<file path="src/rtl/ilffa_pkg.sv">
// Shared constants and types for the implicit-list first-fit allocator.
// Used by the controller, the datapath and the top level; no dependencies.
package ilffa_pkg;

  localparam int unsigned HEAP_UNITS = 4096;
  localparam int unsigned UNIT_W     = $clog2(HEAP_UNITS);
  localparam int unsigned ADDR_W     = 15;
  localparam int unsigned LEN_W      = 13;
  localparam int unsigned TAG_W      = LEN_W + 1;
  localparam int unsigned PTR_W      = LEN_W + 1;
  localparam int unsigned BRK_W      = 13;
  localparam int unsigned SIZE_SUM_W = ADDR_W + 1;

  // Header plus rounding slack: ceil((size + 4) / 8) = (size + 11) >> 3.
  localparam logic [SIZE_SUM_W-1:0] ROUND_ADD = SIZE_SUM_W'(4 + 7);
  localparam logic [2:0]            PAY_OFS   = 3'd4;
  localparam logic [PTR_W-1:0]      HEAP_LIM  = PTR_W'(HEAP_UNITS);

  typedef enum logic [1:0] {
    RD_P    = 2'd0,
    RD_Q    = 2'd1,
    RD_UNIT = 2'd2
  } rd_sel_e;

  typedef enum logic [1:0] {
    RES_FREE   = 2'd0,
    RES_FIT    = 2'd1,
    RES_APPEND = 2'd2
  } res_e;

  typedef struct packed {
    logic    load;
    logic    rd_en;
    rd_sel_e rd_sel;
    logic    walk_step;
    logic    merge_start;
    logic    merge_step;
    logic    merge_end;
    logic    append;
    logic    free_wr;
    logic    res_load;
    res_e    res_kind;
  } cmd_t;

  typedef struct packed {
    logic req_free;
    logic p_in_range;
    logic q_in_range;
    logic tag_free;
    logic fits;
    logic free_ok;
  } sts_t;

endpackage

</file>
<file path="src/rtl/ilffa_ctrl.sv">
// Controller state machine of the allocator: sequences walks, merges, appends and frees.
// Depends on ilffa_pkg; commands ilffa_dp and owns both handshakes.
module ilffa_ctrl import ilffa_pkg::*; (
  input  logic clk_i,
  input  logic rst_ni,
  input  logic in_valid_i,
  output logic in_ready_o,
  output logic out_valid_o,
  input  logic out_ready_i,
  input  sts_t sts_i,
  output cmd_t cmd_o
);

  typedef enum logic [9:0] {
    S_IDLE      = 10'b0000000001,
    S_WALK_RD   = 10'b0000000010,
    S_WALK_EV   = 10'b0000000100,
    S_MERGE_RD  = 10'b0000001000,
    S_MERGE_EV  = 10'b0000010000,
    S_MERGE_END = 10'b0000100000,
    S_APPEND    = 10'b0001000000,
    S_FREE_RD   = 10'b0010000000,
    S_FREE_WR   = 10'b0100000000,
    S_FREE_FIN  = 10'b1000000000
  } state_e;

  state_e state_q, state_d;
  logic   out_valid_q, out_valid_d;
  logic   can_fin;

  // The result register can take a new word when it is empty or being drained.
  assign can_fin = ~out_valid_q | out_ready_i;

  always_comb begin
    state_d    = state_q;
    cmd_o      = '0;
    cmd_o.rd_sel   = RD_P;
    cmd_o.res_kind = RES_FREE;
    in_ready_o = 1'b0;
    case (state_q)
      S_IDLE: begin
        in_ready_o = 1'b1;
        if (in_valid_i) begin
          cmd_o.load = 1'b1;
          state_d = sts_i.req_free ? S_FREE_RD : S_WALK_RD;
        end
      end
      S_WALK_RD: begin
        if (sts_i.p_in_range) begin
          cmd_o.rd_en = 1'b1;
          state_d = S_WALK_EV;
        end else begin
          state_d = S_APPEND;
        end
      end
      S_WALK_EV: begin
        if (sts_i.tag_free) begin
          cmd_o.merge_start = 1'b1;
          state_d = S_MERGE_RD;
        end else begin
          cmd_o.walk_step = 1'b1;
          state_d = S_WALK_RD;
        end
      end
      S_MERGE_RD: begin
        if (sts_i.q_in_range) begin
          cmd_o.rd_en  = 1'b1;
          cmd_o.rd_sel = RD_Q;
          state_d = S_MERGE_EV;
        end else begin
          state_d = S_MERGE_END;
        end
      end
      S_MERGE_EV: begin
        if (sts_i.tag_free) begin
          cmd_o.merge_step = 1'b1;
          state_d = S_MERGE_RD;
        end else begin
          state_d = S_MERGE_END;
        end
      end
      S_MERGE_END: begin
        if (!sts_i.fits) begin
          cmd_o.merge_end = 1'b1;
          state_d = S_WALK_RD;
        end else if (can_fin) begin
          cmd_o.merge_end = 1'b1;
          cmd_o.res_load  = 1'b1;
          cmd_o.res_kind  = RES_FIT;
          state_d = S_IDLE;
        end
      end
      S_APPEND: begin
        if (can_fin) begin
          cmd_o.append   = 1'b1;
          cmd_o.res_load = 1'b1;
          cmd_o.res_kind = RES_APPEND;
          state_d = S_IDLE;
        end
      end
      S_FREE_RD: begin
        if (sts_i.free_ok) begin
          cmd_o.rd_en  = 1'b1;
          cmd_o.rd_sel = RD_UNIT;
          state_d = S_FREE_WR;
        end else begin
          state_d = S_FREE_FIN;
        end
      end
      S_FREE_WR: begin
        cmd_o.free_wr = 1'b1;
        state_d = S_FREE_FIN;
      end
      S_FREE_FIN: begin
        if (can_fin) begin
          cmd_o.res_load = 1'b1;
          cmd_o.res_kind = RES_FREE;
          state_d = S_IDLE;
        end
      end
      default: begin
        state_d = S_IDLE;
      end
    endcase
  end

  always_comb begin
    out_valid_d = out_valid_q;
    if (out_valid_q && out_ready_i) begin
      out_valid_d = 1'b0;
    end
    if (cmd_o.res_load) begin
      out_valid_d = 1'b1;
    end
  end

  always_ff @(posedge clk_i or negedge rst_ni) begin
    if (!rst_ni) begin
      state_q     <= S_IDLE;
      out_valid_q <= 1'b0;
    end else begin
      state_q     <= state_d;
      out_valid_q <= out_valid_d;
    end
  end

  assign out_valid_o = out_valid_q;

endmodule

</file>
<file path="config.mk">
export PLATFORM = sky130hd
export DESIGN_NAME = ilffa_ctrl
export DESIGN_NICKNAME = d
export VERILOG_FILES = /design/src/rtl/ilffa_pkg.sv /design/src/rtl/ilffa_ctrl.sv
export SDC_FILE = /design/constraint.sdc
export NUM_CORES = 1
export LEC_CHECK = 0
export ABC_CLOCK_PERIOD_IN_PS = 2000
export BUFFER_PORTS_ARGS = -buffer_cell sky130_fd_sc_hd__buf_2
export CAP_MARGIN = 25
export CORE_ASPECT_RATIO = 0.8
export CORE_UTILIZATION = 45
export DETAILED_ROUTE_END_ITERATION = 6
export PLACE_DENSITY = 0.71
export SLEW_MARGIN = 10
export SYNTH_ARGS = -nofsm -noshare
export SYNTH_HDL_FRONTEND = slang
export SYNTH_SLANG_ARGS = --single-unit
</file>
<file path="constraint.sdc">
create_clock -name clk_i -period 2 [get_ports clk_i]
set_input_delay 0.1 -clock clk_i [delete_from_list [all_inputs] [get_ports clk_i]]
set_output_delay 0.1 -clock clk_i [all_outputs]
set_load 0.02 [all_outputs]
</file>
==> summary.txt <==
Floorplanning
  – Core Area: around 1700 sq um
  – Initial Util: between 50% and 60%
  – # rows: 13
  – I/O pins: 25
  – Die Span Y: around 40 microns
  – Die ar.: approximately 2100 sq um
  – Die width: between 50 and 60 microns

Hold path
  – Hold Path Class: in2reg

CTS
  – H-tree levels: 1
  – Root Driver: clkbuf_4
  – CTS Buf Count: 3
  – CTS sink count: 11
  – Worst-path clk slew: around 0.070 ns
  – Clk buf depth: 2
  – Later-pin clock latency in the skew report: between 0.2 and 0.3 ns
  – CTS tree: done

Placed design
  – Placed insts: 134
  – Dpl ws: between 0.3 and 0.4 ns
  – PortBufs: 24
  – Half-perimeter wire length after placement: 1540 microns
  – GP Congestion: 0.989

Timing
  – Tcrit/Tclk final: a little over nine tenths
  – Max_slew headroom: about three quarters
  – RSZ-0062 raised after global routing: true
  – Final hold vios: 0
  – Pins Over Slew Limit: 0
  – Setup ws final: 0.0793 ns
  – Setup-failing EPs final: 0
  – Skew final: ~0.0012 ns
  – Max Freq: around 520 MHz
  – Minimum clock period after layout: just under 2 ns
  – Worst Tran Pin Value: between 0.3 and 0.4 ns

Flow run
  – Max_cap viols: 0

Worst setup path
  – Worst-path fanout max: 7
  – Crit path launch type: flop
  – CP max stage cell: dfrtp_1
  – CP Class: reg2out
  – Required @ worst endpoint: around 1.9 ns
  – Max incr delay on CP: about 0.47 ns
  – Crit path buffers/inverters: 2
  – CP arrival: about 1.8 ns
  – Crit path cell chain: nor4_4, buf_4, nand4_1, nor2_1, buf_2
  – Worst setup EP type: output port
  – CP top delay family: simple AND/OR/NAND/NOR gates

Logic synthesis
  – Post-Syn Area: between 800 and 900 sq um
  – Synth Net Count: roughly 100
  – Cell accounting for the most synthesized area: dfrtp_1
  – Synth top area share: about 29%
  – Sequential-to-total area share from yosys stat: between 30% and 40%
  – Synth cell count leaders: nor2_1 (13), dfrtp_1 (10), nand2_1 (6)
  – Post-Syn Instances: 94
  – Mean Syn Cell Area: just over 9 sq um
  – Post-synth EDFFs: 0
  – Synth warnings: 0
  – FFs w/ async S/R, synth: 100%
  – Top-count cell post-synth: nor2_1
  – Post-synth top flop: dfrtp_1
  – Netlist cell types: 46
  – Synth area leaders: dfrtp_1 (29%), nor2_1 (5.7%), nor3_4 (3.8%)
  – Synth Register Bits: 11

Detailed routing
  – Via density: roughly 5.9
  – Initial drt markers: 37
  – Post-route DRC: 0
  – Antenna Nets Post-Route: 0
  – Total Wirelength: 2090 microns
  – Routed vias: 832
  – Routed length per instance: roughly 15 microns
  – Drt pass-1 iters: 4

Power
  – Leak pwr: a little over 0.5 nW
  – Maximum VDD drop: between 0.0007 and 0.0008 V
  – Pwr/cell area: 1050 nW/um^2

Final layout
  – Nets: roughly 130
  – Core Util, Final: between 60% and 70%
  – # diodes: 0
  – Layout cell share with drive strength beyond 1: 37.5%
  – Layout area overhead: 22.7%
  – Final cell count without fillers: around 140

GRT
  – Total track usage: approximately 23%
  – First-pass GRT wire length: ~3300 microns
  – Vias in the first global route: approximately 690
  – Initial antenna violation count: 0
  – Gr ovfl total: 0
  – Largest net degree at the start of global routing: 12

Outcome
  – Status: finished clean
==> sequential cells by signal, summed over array words and instances (netlist names) <==
register,flops
state_q,10
out_valid_o,1
==> what timing repair did <==
| action | 4_1_cts | 5_1_grt |
|---|---|---|
| endpoints found under the hold margin | 11 | 0 |
| setup endpoints to repair | 0 | 5 |
| gates resized for setup | 0 | 4 |
| setup buffers | 0 | 3 |
| hold buffers | 1 | 0 |
==> worst register-to-register path, cell delays in order, from the launching register on <==
cell and delay, ns:
dfrtp_1 0.51, nor3_4 0.33, nand3b_1 0.22, nor3_1 0.27
o221ai_1 0.15
==> per-stage QoR <==
step,setup TNS (ns),cell area [sq um],power [mW],hold WS (ns)
3_5_place_dp,0,966,0.879,-0.0114
6_report,0,1050,1.10,0.0733
3_3_place_gp,0,966,0.867,-0.0126
2_1_floorplan,0,856,0.765,-0.196
4_1_cts,0,1000,1.04,0.0726
5_1_grt,-0.0395,1050,1.17,0.0824
==> cell families (layout without fill, tap and decap cells) <==
group	after synthesis	in the layout	share of synthesized area, %
and+or+nand+nor	57	57	45.8
AOI/OAI and AO/OA	14	14	12.1
DFF	11	11	32.3
buffers and inverters	8	34	5.70
xor gates and xnor gates	4	4	4.09
==> worst paths after layout <==
path,startpoint,to,slack (ns),cells after the start
worst max-delay path,state_q[3],cmd_o[6],0.08,5
worst min-delay path,sts_i[5],state_q[7],0.07,2
worst max register to register,state_q[7],state_q[0],0.44,4
worst min register to register,state_q[6],state_q[6],0.68,2
max in group asynchronous,rst_ni,state_q[0],1.52,2
min in group asynchronous,rst_ni,out_valid_o,0.22,2
==> metal layers <==
metal,track usage (%),share of wire [%]
met5,0,0
met4,8.33,0.91
met3,8.52,6.5
met2,39.3,48
met1,27.3,44
==> cells in the final DEF (no fill, tap or decap), types with 4 or more instances in the layout <==
cell type  instances
nor2_1            13
nand2_1            6
nand3_1            5
buf_2             24
dfrtp_1            9
buf_4              4
==> area by class of cell <==
| cell class | count | area, sq um |
|---|---|---|
| Clock buffer | 4 | 26.3 |
| Sequential cell | 11 | 278 |
| Tap cell | 22 | 27.5 |
| Multi-Input combinational cell | 75 | 554 |
| Inverter | 1 | 3.75 |
| Fill cell | 151 | 658 |
| Timing Repair Buffer | 29 | 160 |
==> power breakdown <==
group	internal, mW	total, mW	leakage, nW	switching (mW)
Clock	0.0775	0.159	0.0150	0.0818
Combinational	0.270	0.574	0.357	0.304
Sequential	0.269	0.363	0.147	0.0947
Total	0.617	1.10	0.519	0.481
Power figures use the tool's default switching activity.
